--- config.mk ---
export PLATFORM = sky130hd
export DESIGN_NAME = rrr_front
export DESIGN_NICKNAME = d
export VERILOG_FILES = /design/src/sv/rrr_pkg.sv /design/src/sv/rrr_front.sv
export SDC_FILE = /design/constraint.sdc
export NUM_CORES = 1
export LEC_CHECK = 0
export ABC_AREA = 1
export BUFFER_PORTS_ARGS = -buffer_cell sky130_fd_sc_hd__buf_4
export CAP_MARGIN = 20
export CORE_ASPECT_RATIO = 1.2
export CORE_UTILIZATION = 40
export DETAILED_ROUTE_END_ITERATION = 16
export HOLD_SLACK_MARGIN = 0.02
export SYNTH_ARGS = -nofsm -noshare
export SYNTH_HDL_FRONTEND = slang
export SYNTH_SLANG_ARGS = --single-unit
--- constraint.sdc ---
create_clock -name clock -period 19.7 [get_ports clock]
set_clock_uncertainty 0.05 [all_clocks]
set_input_delay 3.94 -clock clock [delete_from_list [all_inputs] [get_ports clock]]
set_output_delay 3.94 -clock clock [all_outputs]
set_load 0.005 [all_outputs]
--- src/sv/rrr_pkg.sv ---
// rrr_pkg: shared types, widths and constants for the ray reflect/refract block.
// Depends on nothing; every other file imports it.
`default_nettype none

package rrr_pkg;

   localparam int FRAC_BITS = 14;         // vector fraction bits (Q2.14)
   localparam int IOR_FRAC  = 12;         // index ratio fraction bits (Q4.12)
   localparam int NORM_BITS = 30;         // bit length of largest scaled component
   localparam int VEC_W     = 50;         // unnormalized vector component, signed
   localparam int DOT_W     = 34;         // D.N
   localparam int T_W       = 34;         // ior*cos - sqrt(k)
   localparam int MAG_W     = NORM_BITS + 1;
   localparam int SQ_W      = 62;         // isqrt operand
   localparam int ROOT_W    = 31;
   localparam int DIV_W     = 48;
   localparam int Q_W       = 17;
   localparam int EPS_W     = 17;
   localparam int BL_W      = 6;
   localparam int CNT_W     = 5;
   localparam int LANES     = 3;
   localparam int LANE_W    = 2;
   localparam int QUEUE_DEPTH = 2;
   localparam int QPTR_W    = 1;
   localparam int QCNT_W    = 2;

   localparam logic [LANE_W-1:0] LAST_LANE = LANE_W'(LANES - 1);
   localparam logic [EPS_W-1:0]  EPS_RESET = 17'd6554;
   localparam logic [Q_W-1:0]    Q_POS_MAX = 17'd32767;
   localparam logic signed [VEC_W-1:0] POS_MAX = VEC_W'(32'sh7FFF_FFFF);
   localparam logic signed [VEC_W-1:0] POS_MIN = VEC_W'(32'sh8000_0000);

   typedef enum logic {
      KIND_REFLECT = 1'b0,
      KIND_REFRACT = 1'b1
   } ray_kind_type;

   typedef struct packed {
      logic signed [15:0] dir_x;
      logic signed [15:0] dir_y;
      logic signed [15:0] dir_z;
      logic signed [15:0] normal_x;
      logic signed [15:0] normal_y;
      logic signed [15:0] normal_z;
      logic signed [31:0] hit_x;
      logic signed [31:0] hit_y;
      logic signed [31:0] hit_z;
      logic signed [15:0] cos_incidence;
      logic        [15:0] index_ratio;
      logic signed [15:0] refract_discriminant;
   } req_type;

   typedef struct packed {
      req_type hit;
      logic    tir;
   } item_type;

   typedef struct packed {
      logic               ray_kind;
      logic signed [15:0] out_dir_x;
      logic signed [15:0] out_dir_y;
      logic signed [15:0] out_dir_z;
      logic signed [31:0] out_origin_x;
      logic signed [31:0] out_origin_y;
      logic signed [31:0] out_origin_z;
      logic               origin_valid;
      logic               total_internal;
      logic               last;
   } rsp_type;

   typedef enum logic [4:0] {
      ST_IDLE,
      ST_DOT,
      ST_RVEC,
      ST_NOR,
      ST_NMSB,
      ST_NSCALE,
      ST_NSQ,
      ST_NSQRT_GO,
      ST_NSQRT,
      ST_NDIV_INIT,
      ST_NDIV,
      ST_NOUT,
      ST_ORIG,
      ST_EMIT_REFL,
      ST_KSQRT_GO,
      ST_KSQRT,
      ST_TCALC,
      ST_FVEC,
      ST_EMIT_REFR
   } back_state_type;

   // Divide by 2^FRAC_BITS, rounding half away from zero.
   function automatic logic signed [VEC_W-1:0] round_frac(input logic signed [VEC_W-1:0] x);
      logic [VEC_W-1:0] mag;
      mag = x[VEC_W-1] ? unsigned'(-x) : unsigned'(x);
      mag = (mag + (VEC_W'(1) << (FRAC_BITS - 1))) >> FRAC_BITS;
      return x[VEC_W-1] ? -$signed(mag) : $signed(mag);
   endfunction

endpackage

`default_nettype wire

--- src/sv/rrr_front.sv ---
// rrr_front: accepts hits, flags total internal reflection, queues them for the back end.
// Depends on rrr_pkg for item types.
`default_nettype none

module rrr_front import rrr_pkg::*; (
   input  logic     clock,
   input  logic     reset,
   input  logic     start,
   input  req_type  req_hit,
   output logic     busy,
   output logic     q_valid,
   output item_type q_item,
   input  logic     q_pop
);

   item_type            mem_ff [QUEUE_DEPTH];
   logic [QPTR_W-1:0]   wr_ptr_ff;
   logic [QPTR_W-1:0]   rd_ptr_ff;
   logic [QCNT_W-1:0]   count_ff;
   logic                push;
   item_type            entry;

   assign busy    = count_ff == QCNT_W'(QUEUE_DEPTH);
   assign push    = start && !busy;
   assign q_valid = count_ff != '0;
   assign q_item  = mem_ff[rd_ptr_ff];

   // classify: negative discriminant means no refracted ray
   always_comb begin
      entry.hit = req_hit;
      entry.tir = req_hit.refract_discriminant[15];
   end

   always_ff @(posedge clock) begin
      if (push) begin
         mem_ff[wr_ptr_ff] <= entry;
      end
   end

   always_ff @(posedge clock) begin
      if (reset) begin
         wr_ptr_ff <= '0;
         rd_ptr_ff <= '0;
         count_ff  <= '0;
      end else begin
         if (push) begin
            wr_ptr_ff <= wr_ptr_ff + 1'b1;
         end
         if (q_pop) begin
            rd_ptr_ff <= rd_ptr_ff + 1'b1;
         end
         if (push && !q_pop) begin
            count_ff <= count_ff + 1'b1;
         end else if (q_pop && !push) begin
            count_ff <= count_ff - 1'b1;
         end
      end
   end

endmodule

`default_nettype wire

---- Word level (Yosys, flattened, before mapping) ----
Memories as Yosys holds them, arrays and structs flattened. A register that Yosys moved wholly into a read port is not among the register bits.
Cells that the tools add are included.
W data, S select, Z words.
storage, ports and cells
  RAM bits ................................ 482
  word-level logic and storage cells ...... 23
  memories ................................ 1
  input bits .............................. 244
  flip-flop bits (word level) ............. 4
  output and inout port bits .............. 243
memories
  name    words  width  read ports  clocked after Yosys merged registers in  write ports  line             source
  mem_ff  2      241    1           1                                        1            rrr_front.sv:16  item_type mem_ff [QUEUE_DEPTH];
operators by class
  multiplexer cells ....................... 6
  equality and inequality tests ........... 1
  reductions and logical operators ........ 8
  add/subtract/negate cells ............... 4
operators by type and width
  cell                   number
  $mux W1                4
  $mux W2                2
  $reduce_bool A2 Y1     2
  $logic_and A1 B1 Y1    3
  $logic_not A1 Y1       3
  $add A1 B1 Y1 const B  2
  $add A2 B1 Y2 const B  1
  $eq A2 B2 Y1 const B   1
  $sub A2 B1 Y2 const B  1

---- Depth between registers and ports, before layout ----
  word-level depth ........................ 7
  gate-level depth with buffers ........... 10
  mapped depth without buffers ............ 10

---- Least setup slack after synthesis ----
No wires, ideal clock.
  path type ............................... input to register
  start ................................... input port start
  end ..................................... memory mem_ff[0][100] (netlist name), enable pin
  buffers on the path ..................... 0
  cell stages on the path ................. 2
  setup time .............................. 846 ps
  data required time ...................... 18804 ps
  path slack .............................. 4767 ps
  arrival time ............................ 14036 ps
  path through ............................ o21ai_0 -> nor2_1
between the ends
  cells in the longest elaborated chain, start to end .. 3
ends and longest elaborated chain
  element                        line             source
  start, declared                rrr_front.sv:8   input logic start,
  $logic_and A1 B1 Y1            rrr_front.sv:24  assign push = start && !busy;
  $mux W1                        rrr_front.sv:35  if (push) begin
  $mux W1 (implied by the code)  rrr_front.sv:36  mem_ff[wr_ptr_ff] <= entry;
  end, declared                  rrr_front.sv:16
Every way passes these cells.

==> flow_summary.toml <==
[outcome]
status = "completed"

[die]
fp.dieArea_sq_um = 47320
die-width_microns = 198.8
initial_utilization = 0.4054
coreArea_sq_um = 45840
rows = 86
io_pins = 487
die_h_microns = 238.1

[routing]
via_per_inst = 4.597
drc = 0
drt_iter0_markers = 344
via_count = 9006
wl_microns = 38670
wl_per_cell_microns = 19.74
drtAntennaViolNets = 0
drt_pass1_iterations = 4

[global_routing]
grt_max_degree = 179
antenna_found_initial = 5
grt_pass1_vias = 9241
grt_usage = 0.1578
grt_pass1_wl_microns = 54990
gr-total-overflow = 0

[logic_synthesis]
postSynthCellCount = 783
synth_fp_nets = 1028
synth-seq-cells = 485
avgSynthCellArea_sq_um = 23.73
ys.warnings.count = 0
yosys.cell_types.count = 17
syn_area_sq_um = 18580
synth_seq_area_share = 0.7811

[setup_path]
reg2reg_from = "count_ff[0]"
slowest_stage = "buf_4"
crit_path_frequent_cell = "buf_4"
cp.arrival_ns = 3.79
slowest_delay_ns = 0.97
crit_path_start_kind = "register"
r2r_slack_ns = 16.50
cp_top_family = "buffers and inverters"
path_buf_inv = 3
critPathCaptureType = "output port"
reg2regPathDepth = 4
required_ns = 15.71
crit_type = "reg2out"
path_max_fanout = 57
cp_cell_sequence = "buf_4 > buf_4 > mux2_2 > buf_4"
r2r-end = "mem_ff[0][175]"

[timing]
setup-tns-final_ns = 0
slew_headroom = 0.1851
worst-slew-pin-transition_ns = 1.222
setup_violations = 0
final.min_clock_period_ns = 7.776
max_freq_mhz = 128.6
drv_slew = 0
hold_viol = 0
period_share = 0.3947
rsz0062_at_grt = "false"

[clock_tree]
cts_resized = 0
cts_hold_buf = 0
cts-root-buf = "clkbuf_16"
clock-sinks = 485
cts_tree = "yes"
cts_buffer_depth = 3
clk_pin_slew_worst_paths_ns = 0.06
htreeDepth = 2
post-cts-setup-buffer-count = 0
clk_latency_ns = 0.57
numCtsBuffers = 50

[hold_path]
min_path_type = "reg2reg"
hp-start = "rd_ptr_ff"
worstHoldPathCells = 2

[finish]
n_fill_cell = 3745
syn_to_final_growth_pct = 29.84
drive_above_1_share = 0.5970
layout_commonest_cell = "buf_4"
final_cell_mix = "buf_4, edfxtp_1, mux2_4, clkbuf_16, mux2_2"
finalNetCount = 1548
final_core_util = 0.5263

[place]
globalplace.congestion = 0.7347
port_buffers = 486
hpwl_microns = 26010

[power]
ir_drop_uv = 90.93
p_leak_nw = 9.372
p_per_area_nw_per_um2 = 102.7

[flow_run]
max_cap_viol_count = 0
[how the worst max path moves through the flow]
stage / slack, ns / startpoint / cells after the start / end
floorplan: 4.77 / start / 2 / mem_ff[0][100]
CTS: 11.83 / register / 4 / q_item[221]
global route: 11.71 / register / 4 / q_item[221]
global placement: 12.47 / register / 4 / q_item[221]
finish: 11.92 / register / 4 / q_item[221]
detailed placement: 12.48 / register / 4 / q_item[221]
[final cells by class]
class	count	area (sq um)	area share
flip-flops and latches	485	14520	0.6017
inverters	9	33.78	0.001400
repair buffers	496	3736	0.1549
multi-input cells	261	3570	0.1480
clock inverters	23	158.9	0.006586
well taps	616	770.7	0.03195
clock buffers	66	1333	0.05523
diodes	3	7.507	0.0003112
[registers in the layout, indices dropped and copies added, names as in the netlist, named ones only]
register and cells:
wr_ptr_ff 1, mem_ff 480, rd_ptr_ff 1, count_ff 2
[metrics by stage]
| stage | setup WS, ns | cells | power, W | cell area, sq um | hold slack [ns] |
|---|---|---|---|---|---|
| floorplan | 4.767 | 783 | 0.001495 | 18580 | 0.4260 |
| global placement | 12.47 | 1867 | 0.001634 | 22630 | 0.4512 |
| detailed placement | 12.48 | 1867 | 0.001641 | 22630 | 0.4646 |
| CTS | 11.83 | 1956 | 0.002516 | 24120 | 0.4876 |
| global route | 11.71 | 1959 | 0.002574 | 24130 | 0.5090 |
| finish | 11.92 | 1959 | 0.002479 | 24130 | 0.4822 |
[worst register-to-register path, stage by stage, from the launching register on]
cell     delay [ns]
dfxtp_1        0.39
o21ai_0        0.32
nor2_4         0.20
buf_12         0.61
buf_4          1.20
[power breakdown]
group          total, W  switching [W]  internal [W]
logic          0.000354       0.000150      0.000204
clock network  0.000868       0.000369      0.000499
registers       0.00126      0.0000222       0.00123
total           0.00248       0.000541       0.00194
[Yosys cell counts]
library cell	instances	area share
a21oi_1	1	0.00027
buf_12	22	0.024
buf_2	4	0.0011
buf_4	1	0.00040
buf_6	1	0.00061
dfxtp_1	5	0.0054
edfxtp_1	480	0.78
ha_1	1	0.00067
inv_1	9	0.0018
mux2_2	40	0.024
mux2_4	200	0.16
nand2_1	5	0.0010
nand3_1	1	0.00027
nand4_1	1	0.00034
nor2_1	8	0.0016
o21ai_0	3	0.00081
xnor2_1	1	0.00047
[metal layers]
metal | wire (microns) | global-route usage
met2 | 20680 | 0.2816
met5 | 30 | 0
met4 | 637 | 0.04848
met3 | 3697 | 0.06431
met1 | 13620 | 0.1683
[cell families (layout without fill, tap and decap cells)]
| family | after synthesis | count (layout) | share of synthesized area |
|---|---|---|---|
| flops | 485 | 485 | 0.7811 |
| mux | 240 | 240 | 0.1858 |
| buf+inv | 37 | 594 | 0.02761 |
| simple gates | 15 | 15 | 0.003232 |
| compound gates | 4 | 4 | 0.001077 |
| fa+ha+maj | 1 | 1 | 0.0006732 |
| xor+xnor | 1 | 1 | 0.0004714 |
| other cells | 0 | 3 | 0 |
No activity file was read; power rests on OpenSTA's default activity.
