### config.mk
export PLATFORM = sky130hd
export DESIGN_NAME = rrr_isqrt
export DESIGN_NICKNAME = d
export VERILOG_FILES = /design/src/sv/rrr_pkg.sv /design/src/sv/rrr_isqrt.sv
export SDC_FILE = /design/constraint.sdc
export NUM_CORES = 1
export LEC_CHECK = 0
export BUFFER_PORTS_ARGS = -buffer_cell sky130_fd_sc_hd__buf_2
export CAP_MARGIN = 20
export CORE_MARGIN = 8
export CORE_UTILIZATION = 30
export CTS_BUF_LIST = sky130_fd_sc_hd__clkbuf_2
export CTS_CLUSTER_DIAMETER = 40
export DETAILED_ROUTE_END_ITERATION = 10
export SLEW_MARGIN = 20
export SYNTH_ARGS = -nofsm -noshare
export SYNTH_HDL_FRONTEND = slang
export SYNTH_SLANG_ARGS = --single-unit
export TNS_END_PERCENT = 10
### constraint.sdc
create_clock -name clock -period 27.9 [get_ports clock]
set_input_delay 1.395 -clock clock [delete_from_list [all_inputs] [get_ports clock]]
set_output_delay 1.395 -clock clock [all_outputs]
set_load 0.01 [all_outputs]
### src/sv/rrr_pkg.sv
// rrr_pkg: shared types, widths and constants for the ray reflect/refract block.
// Depends on nothing; every other file imports it.
`default_nettype none

package rrr_pkg;

   localparam int FRAC_BITS = 14;         // vector fraction bits (Q2.14)
   localparam int IOR_FRAC  = 12;         // index ratio fraction bits (Q4.12)
   localparam int NORM_BITS = 30;         // bit length of largest scaled component
   localparam int VEC_W     = 50;         // unnormalized vector component, signed
   localparam int DOT_W     = 34;         // D.N
   localparam int T_W       = 34;         // ior*cos - sqrt(k)
   localparam int MAG_W     = NORM_BITS + 1;
   localparam int SQ_W      = 62;         // isqrt operand
   localparam int ROOT_W    = 31;
   localparam int DIV_W     = 48;
   localparam int Q_W       = 17;
   localparam int EPS_W     = 17;
   localparam int BL_W      = 6;
   localparam int CNT_W     = 5;
   localparam int LANES     = 3;
   localparam int LANE_W    = 2;
   localparam int QUEUE_DEPTH = 2;
   localparam int QPTR_W    = 1;
   localparam int QCNT_W    = 2;

   localparam logic [LANE_W-1:0] LAST_LANE = LANE_W'(LANES - 1);
   localparam logic [EPS_W-1:0]  EPS_RESET = 17'd6554;
   localparam logic [Q_W-1:0]    Q_POS_MAX = 17'd32767;
   localparam logic signed [VEC_W-1:0] POS_MAX = VEC_W'(32'sh7FFF_FFFF);
   localparam logic signed [VEC_W-1:0] POS_MIN = VEC_W'(32'sh8000_0000);

   typedef enum logic {
      KIND_REFLECT = 1'b0,
      KIND_REFRACT = 1'b1
   } ray_kind_type;

   typedef struct packed {
      logic signed [15:0] dir_x;
      logic signed [15:0] dir_y;
      logic signed [15:0] dir_z;
      logic signed [15:0] normal_x;
      logic signed [15:0] normal_y;
      logic signed [15:0] normal_z;
      logic signed [31:0] hit_x;
      logic signed [31:0] hit_y;
      logic signed [31:0] hit_z;
      logic signed [15:0] cos_incidence;
      logic        [15:0] index_ratio;
      logic signed [15:0] refract_discriminant;
   } req_type;

   typedef struct packed {
      req_type hit;
      logic    tir;
   } item_type;

   typedef struct packed {
      logic               ray_kind;
      logic signed [15:0] out_dir_x;
      logic signed [15:0] out_dir_y;
      logic signed [15:0] out_dir_z;
      logic signed [31:0] out_origin_x;
      logic signed [31:0] out_origin_y;
      logic signed [31:0] out_origin_z;
      logic               origin_valid;
      logic               total_internal;
      logic               last;
   } rsp_type;

   typedef enum logic [4:0] {
      ST_IDLE,
      ST_DOT,
      ST_RVEC,
      ST_NOR,
      ST_NMSB,
      ST_NSCALE,
      ST_NSQ,
      ST_NSQRT_GO,
      ST_NSQRT,
      ST_NDIV_INIT,
      ST_NDIV,
      ST_NOUT,
      ST_ORIG,
      ST_EMIT_REFL,
      ST_KSQRT_GO,
      ST_KSQRT,
      ST_TCALC,
      ST_FVEC,
      ST_EMIT_REFR
   } back_state_type;

   // Divide by 2^FRAC_BITS, rounding half away from zero.
   function automatic logic signed [VEC_W-1:0] round_frac(input logic signed [VEC_W-1:0] x);
      logic [VEC_W-1:0] mag;
      mag = x[VEC_W-1] ? unsigned'(-x) : unsigned'(x);
      mag = (mag + (VEC_W'(1) << (FRAC_BITS - 1))) >> FRAC_BITS;
      return x[VEC_W-1] ? -$signed(mag) : $signed(mag);
   endfunction

endpackage

`default_nettype wire

### src/sv/rrr_isqrt.sv
// rrr_isqrt: iterative integer square root, two operand bits per cycle.
// Depends on rrr_pkg for widths.
`default_nettype none

module rrr_isqrt import rrr_pkg::*; (
   input  logic              clock,
   input  logic              reset,
   input  logic              sq_start,
   input  logic [SQ_W-1:0]   sq_operand,
   output logic              sq_done,
   output logic [ROOT_W-1:0] sq_root
);

   logic            busy_ff;
   logic            done_ff;
   logic [SQ_W-1:0] x_ff;
   logic [SQ_W-1:0] res_ff;
   logic [SQ_W-1:0] bit_ff;
   logic [SQ_W-1:0] trial;
   logic            fits;
   logic            last_step;

   assign trial     = res_ff + bit_ff;
   assign fits      = x_ff >= trial;
   assign last_step = busy_ff && (bit_ff == SQ_W'(1));

   always_ff @(posedge clock) begin
      if (reset) begin
         busy_ff <= 1'b0;
         done_ff <= 1'b0;
      end else begin
         done_ff <= last_step;
         if (sq_start) begin
            busy_ff <= 1'b1;
         end else if (last_step) begin
            busy_ff <= 1'b0;
         end
      end
   end

   always_ff @(posedge clock) begin
      if (sq_start) begin
         x_ff   <= sq_operand;
         res_ff <= '0;
         bit_ff <= SQ_W'(1) << (SQ_W - 2);
      end else if (busy_ff) begin
         if (fits) begin
            x_ff   <= x_ff - trial;
            res_ff <= (res_ff >> 1) + bit_ff;
         end else begin
            res_ff <= res_ff >> 1;
         end
         bit_ff <= bit_ff >> 2;
      end
   end

   assign sq_done = done_ff;
   assign sq_root = res_ff[ROOT_W-1:0];

endmodule

`default_nettype wire

* Yosys cells after proc, flatten, opt, wreduce, memory -nomap -nowiden
Index checks and enable logic that the tools add are counted.
Widths: inputs -> output; s select.
** Word-level totals
- Flip-flop bits (word level) :: 157
- Input bits :: 65
- Logic and storage cells :: 21
** Operators by class
- Order comparisons :: 1
- Reductions and logical operators :: 5
- Multiplexer cells :: 6
- Add/subtract/negate cells :: 3
- Eq/ne operators :: 1
** Operator list (count)
- $mux 62 :: 4
- $add 61x61->62 :: 1
- $add 62x61->62 :: 1
- $ge 62x62->1 :: 1
- $sub 62x62->62 :: 1
- $eq 31x1->1 const B :: 1
- $reduce_bool 2->1 :: 3
- $mux 1 :: 2
- $reduce_and 2->1 :: 1
- $logic_and 1x1->1 :: 1

* Depth between registers and ports, before layout
- Depth in word-level cells :: 5
- Gate-level depth with buffers :: 28

* Worst setup path before layout
OpenSTA, ideal clock, no wires.
- Path type :: flip-flop to flip-flop
- Start point :: register res_ff[10]
- End point :: register x_ff[0], enable pin
- Stages on the path, launching flop included :: 25
- Path slack :: 18.110 ns
- Required time :: 27.332 ns
- Clock period less this slack :: 9.790 ns
- Data arrival time :: 9.223 ns
- Buffers on the path :: 3
- Path through :: dfxtp_1 -> ha_1 -> a31o_2 -> a31oi_1 -> o21ai_0 -> a31oi_1 -> a21oi_1 -> a211oi_1 -> nand3b_1 -> nand2b_1 -> a21oi_1 -> o21bai_1 -> xnor2_1 -> ha_1 -> clkbuf_1 -> nand4_1 -> nor3_1 -> and4_1 -> and4b_1 -> a211oi_1 -> o21ai_0 -> a221oi_4 -> buf_2 -> buf_2 -> o21ai_0
** Between the ends
- Cells in the longest elaborated chain, start to end :: 4
** RTL lines
- start, declared :: RTL line rrr_isqrt.sv:17 : logic [SQ_W-1:0] res_ff;
- start signal, assigned :: RTL line rrr_isqrt.sv:49 : res_ff <= (res_ff >> 1) + bit_ff;
- start signal, assigned :: RTL line rrr_isqrt.sv:51 : res_ff <= res_ff >> 1;
- $add 62x61->62 :: RTL line rrr_isqrt.sv:23 : assign trial = res_ff + bit_ff;
- $ge 62x62->1 :: RTL line rrr_isqrt.sv:24 : assign fits = x_ff >= trial;
- $reduce_bool 2->1 (no source line)
- $reduce_and 2->1 (no source line)
- end signal, assigned :: RTL line rrr_isqrt.sv:43 : x_ff <= sq_operand;
- end signal, assigned :: RTL line rrr_isqrt.sv:48 : x_ff <= x_ff - trial;
- end, declared :: RTL line rrr_isqrt.sv:16 : logic [SQ_W-1:0] x_ff;
No other way between the ends.
A chain may end at the register's enable or synchronous reset.

* Worst setup path in the final report
- Start point :: register res_ff[2]
- End point :: register x_ff[57], enable pin
The elaborated chain is that of the path after synthesis.

==> flow_metrics.env <==
export IMPL_pin_count=97
export IMPL_dpl_cell_area_um2=15210
export IMPL_powerDensity_nw_per_um2=77.06
export IMPL_synth_largest_area_cell="dfxtp_1"
export IMPL_hpwl_um=35410
export IMPL_synth_most_common_cell="nand2_1"
export IMPL_fin_area_um2=15450
export IMPL_cts_max_level=4
export IMPL_rsz0062_at_grt="no"
export IMPL_yosysSeqAreaShare=0.2591
export IMPL_clk_latency_ns=0.86
export IMPL_netlist_area_um2=14530
export IMPL_grt_start_max_net_pins=92
export IMPL_core_area_um2=47750
export IMPL_ys_types=75
export IMPL_cp_data_required_time_ns=28.37
export IMPL_worst_pin_slew_ns=1.056
export IMPL_ant_nets=0
export IMPL_grt_pass1_wl_um=73730
export IMPL_cts_repair_resized=0
export IMPL_path_class="reg -> reg"
export IMPL_clockBufferDepth=2
export IMPL_worst_clock_skew_ns=0.05514
export IMPL_end_kind="register"
export IMPL_synth_nets=2039
export IMPL_syn_avg_cell_area_um2=7.864
export IMPL_grt_pass1_vias=13413
export IMPL_cp_start_kind="register"
export IMPL_synth_top_area_share=0.1309
export IMPL_nets=2031
export IMPL_dieArea_um2=55710
export IMPL_ys_top_cells_by_count="236 x nand2_1, 176 x nor2_1, 146 x o21ai_0, 126 x ha_1, 118 x a21oi_1"
export IMPL_clkSinkCount=157
export IMPL_fin_setup_tns_ns=0
export IMPL_holdBufCountCts=0
export IMPL_track_usage=0.1620
export IMPL_die_w_um=236.0
export IMPL_maxSlewHeadroom=0.2950
export IMPL_synth_edf_count=62
export IMPL_die_h_um=236.0
export IMPL_p_leak_nw=5.894
export IMPL_root_buffer="clkbuf_2"
export IMPL_vias_per_cell=5.633
export IMPL_outcome="complete, no violations"
export IMPL_antenna_found_initial=1
export IMPL_port_buffer_count=96
export IMPL_fmax_mhz=137.1
export IMPL_drt_total_wl_um=46130
export IMPL_cts_buffers=17
export IMPL_setup_violations=0
export IMPL_period_needed_ns=7.294
export IMPL_synthTopCellsByArea="dfxtp_1 13%, edfxtp_1 13%, ha_1 11%, nand2_1 6.1%, o21ai_0 5.0%"
export IMPL_yosys_warnings=0
export IMPL_finalHoldViolations=0
export IMPL_fin_crit_sh=0.2614
export IMPL_drtIter0Drc=1214
export IMPL_synth_async_reset_ratio=0
export IMPL_cts_setup_buffers=0
export IMPL_clkTransAtPathRegs_ns=0.25
export IMPL_fillers=5052
export IMPL_ir_drop_v=0.00005908
export IMPL_synthToLayoutAreaGrowth_pct=6.348
export IMPL_slew_viol_final=0
export IMPL_ys_ff_latch=157
export IMPL_maxCapViolations=0
export IMPL_place_gp_congestion=0.9093
export IMPL_fp_row_count=80
export IMPL_grt_overflow_total=0
export IMPL_drt_first_pass_iters=9
export IMPL_synth_main_ff_cell="dfxtp_1"
export IMPL_drive_above_1_share=0.09665
export IMPL_arrival_ns=7.76
export IMPL_wl_per_cell_um=18.69
export IMPL_cts_tree="built"
export IMPL_syn_inst=1847
export IMPL_num_vias=13902
export IMPL_hold_class="reg -> reg"
export IMPL_drc=0
export IMPL_start_util=0.3042
export IMPL_cp_max_fo=73
[per-layer routing]
metal  part of all wire  vias up  GRT usage
li1                   -     6792          -
met1               0.46     6637     0.2114
met2               0.47      404     0.2709
met3              0.043       69    0.02308
met4              0.027        0    0.05501
met5                  0        -          0
[layout make-up]
cell class	instances	area [um^2]	share of cell area
multi-input cells	1526	10010	0.6481
flip-flops and latches	157	3767	0.2439
well taps	615	769.5	0.04981
repair buffers	102	531.8	0.03442
clock inverters	15	147.6	0.009558
inverters	35	131.4	0.008505
clock buffers	17	85.08	0.005508
diodes	1	2.502	0.0001620
[worst max-delay path, cell delays in order, from the launching register on]
cell      delay, ns
dfxtp_1        0.43
ha_1           0.36
a31oi_1        0.13
o21bai_1       0.23
a31o_2         0.27
a311oi_1       0.17
o31ai_1        0.52
a31o_2         0.26
nand3_1        0.12
o41ai_1        0.63
a21oi_1        0.21
o21ai_0        0.24
xnor2_1        0.10
ha_1           0.45
and4_2         0.26
nand3_1        0.07
nor4_1         0.31
and4b_1        0.27
a211oi_1       0.06
o21ai_0        0.38
a221oi_4       0.12
buf_4          0.35
o21ai_4        0.22
buf_4          0.69
[cells by family (layout without fill, tap and decap cells)]
| family | count (synthesis) | in the layout | synth area share |
|---|---|---|---|
| AOI/OAI and AO/OA | 579 | 579 | 0.2611 |
| xor gates and xnor gates | 150 | 150 | 0.09045 |
| adders and majority gates | 127 | 127 | 0.1099 |
| buffers and inverters | 164 | 169 | 0.05272 |
| DFF | 157 | 157 | 0.2591 |
| muxes | 40 | 40 | 0.02800 |
| other | 0 | 1 | 0 |
| and+or+nand+nor | 630 | 630 | 0.1987 |
[layout by cell type, fill, tap and decap left out, types with 5 or more instances in the layout]
cell type | netlist | final
mux2i_1 | 35 | 35
o31ai_1 | 10 | 10
a31oi_1 | 62 | 62
o21ai_0 | 146 | 145
nand2_1 | 236 | 236
nor2b_1 | 19 | 19
nand3_1 | 42 | 42
or4_1 | 11 | 11
buf_2 | 9 | 95
ha_1 | 126 | 126
clkbuf_2 | 0 | 17
a22oi_1 | 5 | 5
o21bai_1 | 22 | 22
and2_1 | 8 | 8
or3_1 | 8 | 8
and4_1 | 8 | 8
a311oi_1 | 19 | 19
a21boi_0 | 6 | 6
buf_4 | 35 | 6
a21oi_1 | 118 | 118
or2_2 | 6 | 6
xnor2_1 | 73 | 73
nor4_1 | 15 | 15
a31o_2 | 16 | 16
nor3_1 | 21 | 21
nor2_1 | 176 | 174
inv_1 | 35 | 35
dfxtp_1 | 95 | 94
a221oi_1 | 6 | 6
and3_1 | 13 | 13
o211ai_1 | 19 | 19
xor2_1 | 77 | 77
a21o_1 | 54 | 54
nand4_1 | 46 | 46
nand2b_1 | 11 | 11
o21a_1 | 18 | 18
a211oi_1 | 32 | 32
edfxtp_1 | 62 | 62
[where the power goes]
part | switching, mW | internal [mW]
clock | 0.0937 | 0.0412
combinational | 0.435 | 0.272
sequential | 0.0437 | 0.304
[path summary, 6_finish.rpt]
path	slack, ns	startpoint	cells past startpoint	end
worst max-delay path	20.61	res_ff[2]	23	x_ff[57]
worst min-delay path	0.55	res_ff[0]	2	res_ff[0]
worst min register to register	0.55	res_ff[0]	2	res_ff[0]
worst max register to register	20.61	res_ff[2]	23	x_ff[57]
[sequential cells by signal, indices dropped and copies added (netlist names)]
name     cells
bit_ff      31
busy_ff      1
res_ff      62
sq_done      1
x_ff        62
[metrics by stage]
stage | hold WS, ns | setup slack [ns] | total power [mW] | utilization | std cells
3_3_place_gp | 0.4873 | 20.96 | 1.044 | 0.3186 | 2435
6_report | 0.5458 | 20.61 | 1.190 | 0.3235 | 2468
4_1_cts | 0.5408 | 20.69 | 1.190 | 0.3235 | 2467
3_5_place_dp | 0.5148 | 20.76 | 1.050 | 0.3186 | 2435
5_1_grt | 0.5634 | 20.21 | 1.286 | 0.3235 | 2468
2_1_floorplan | 0.4777 | 18.11 | 0.8834 | - | 1847
Power figures use the tool's default switching activity.
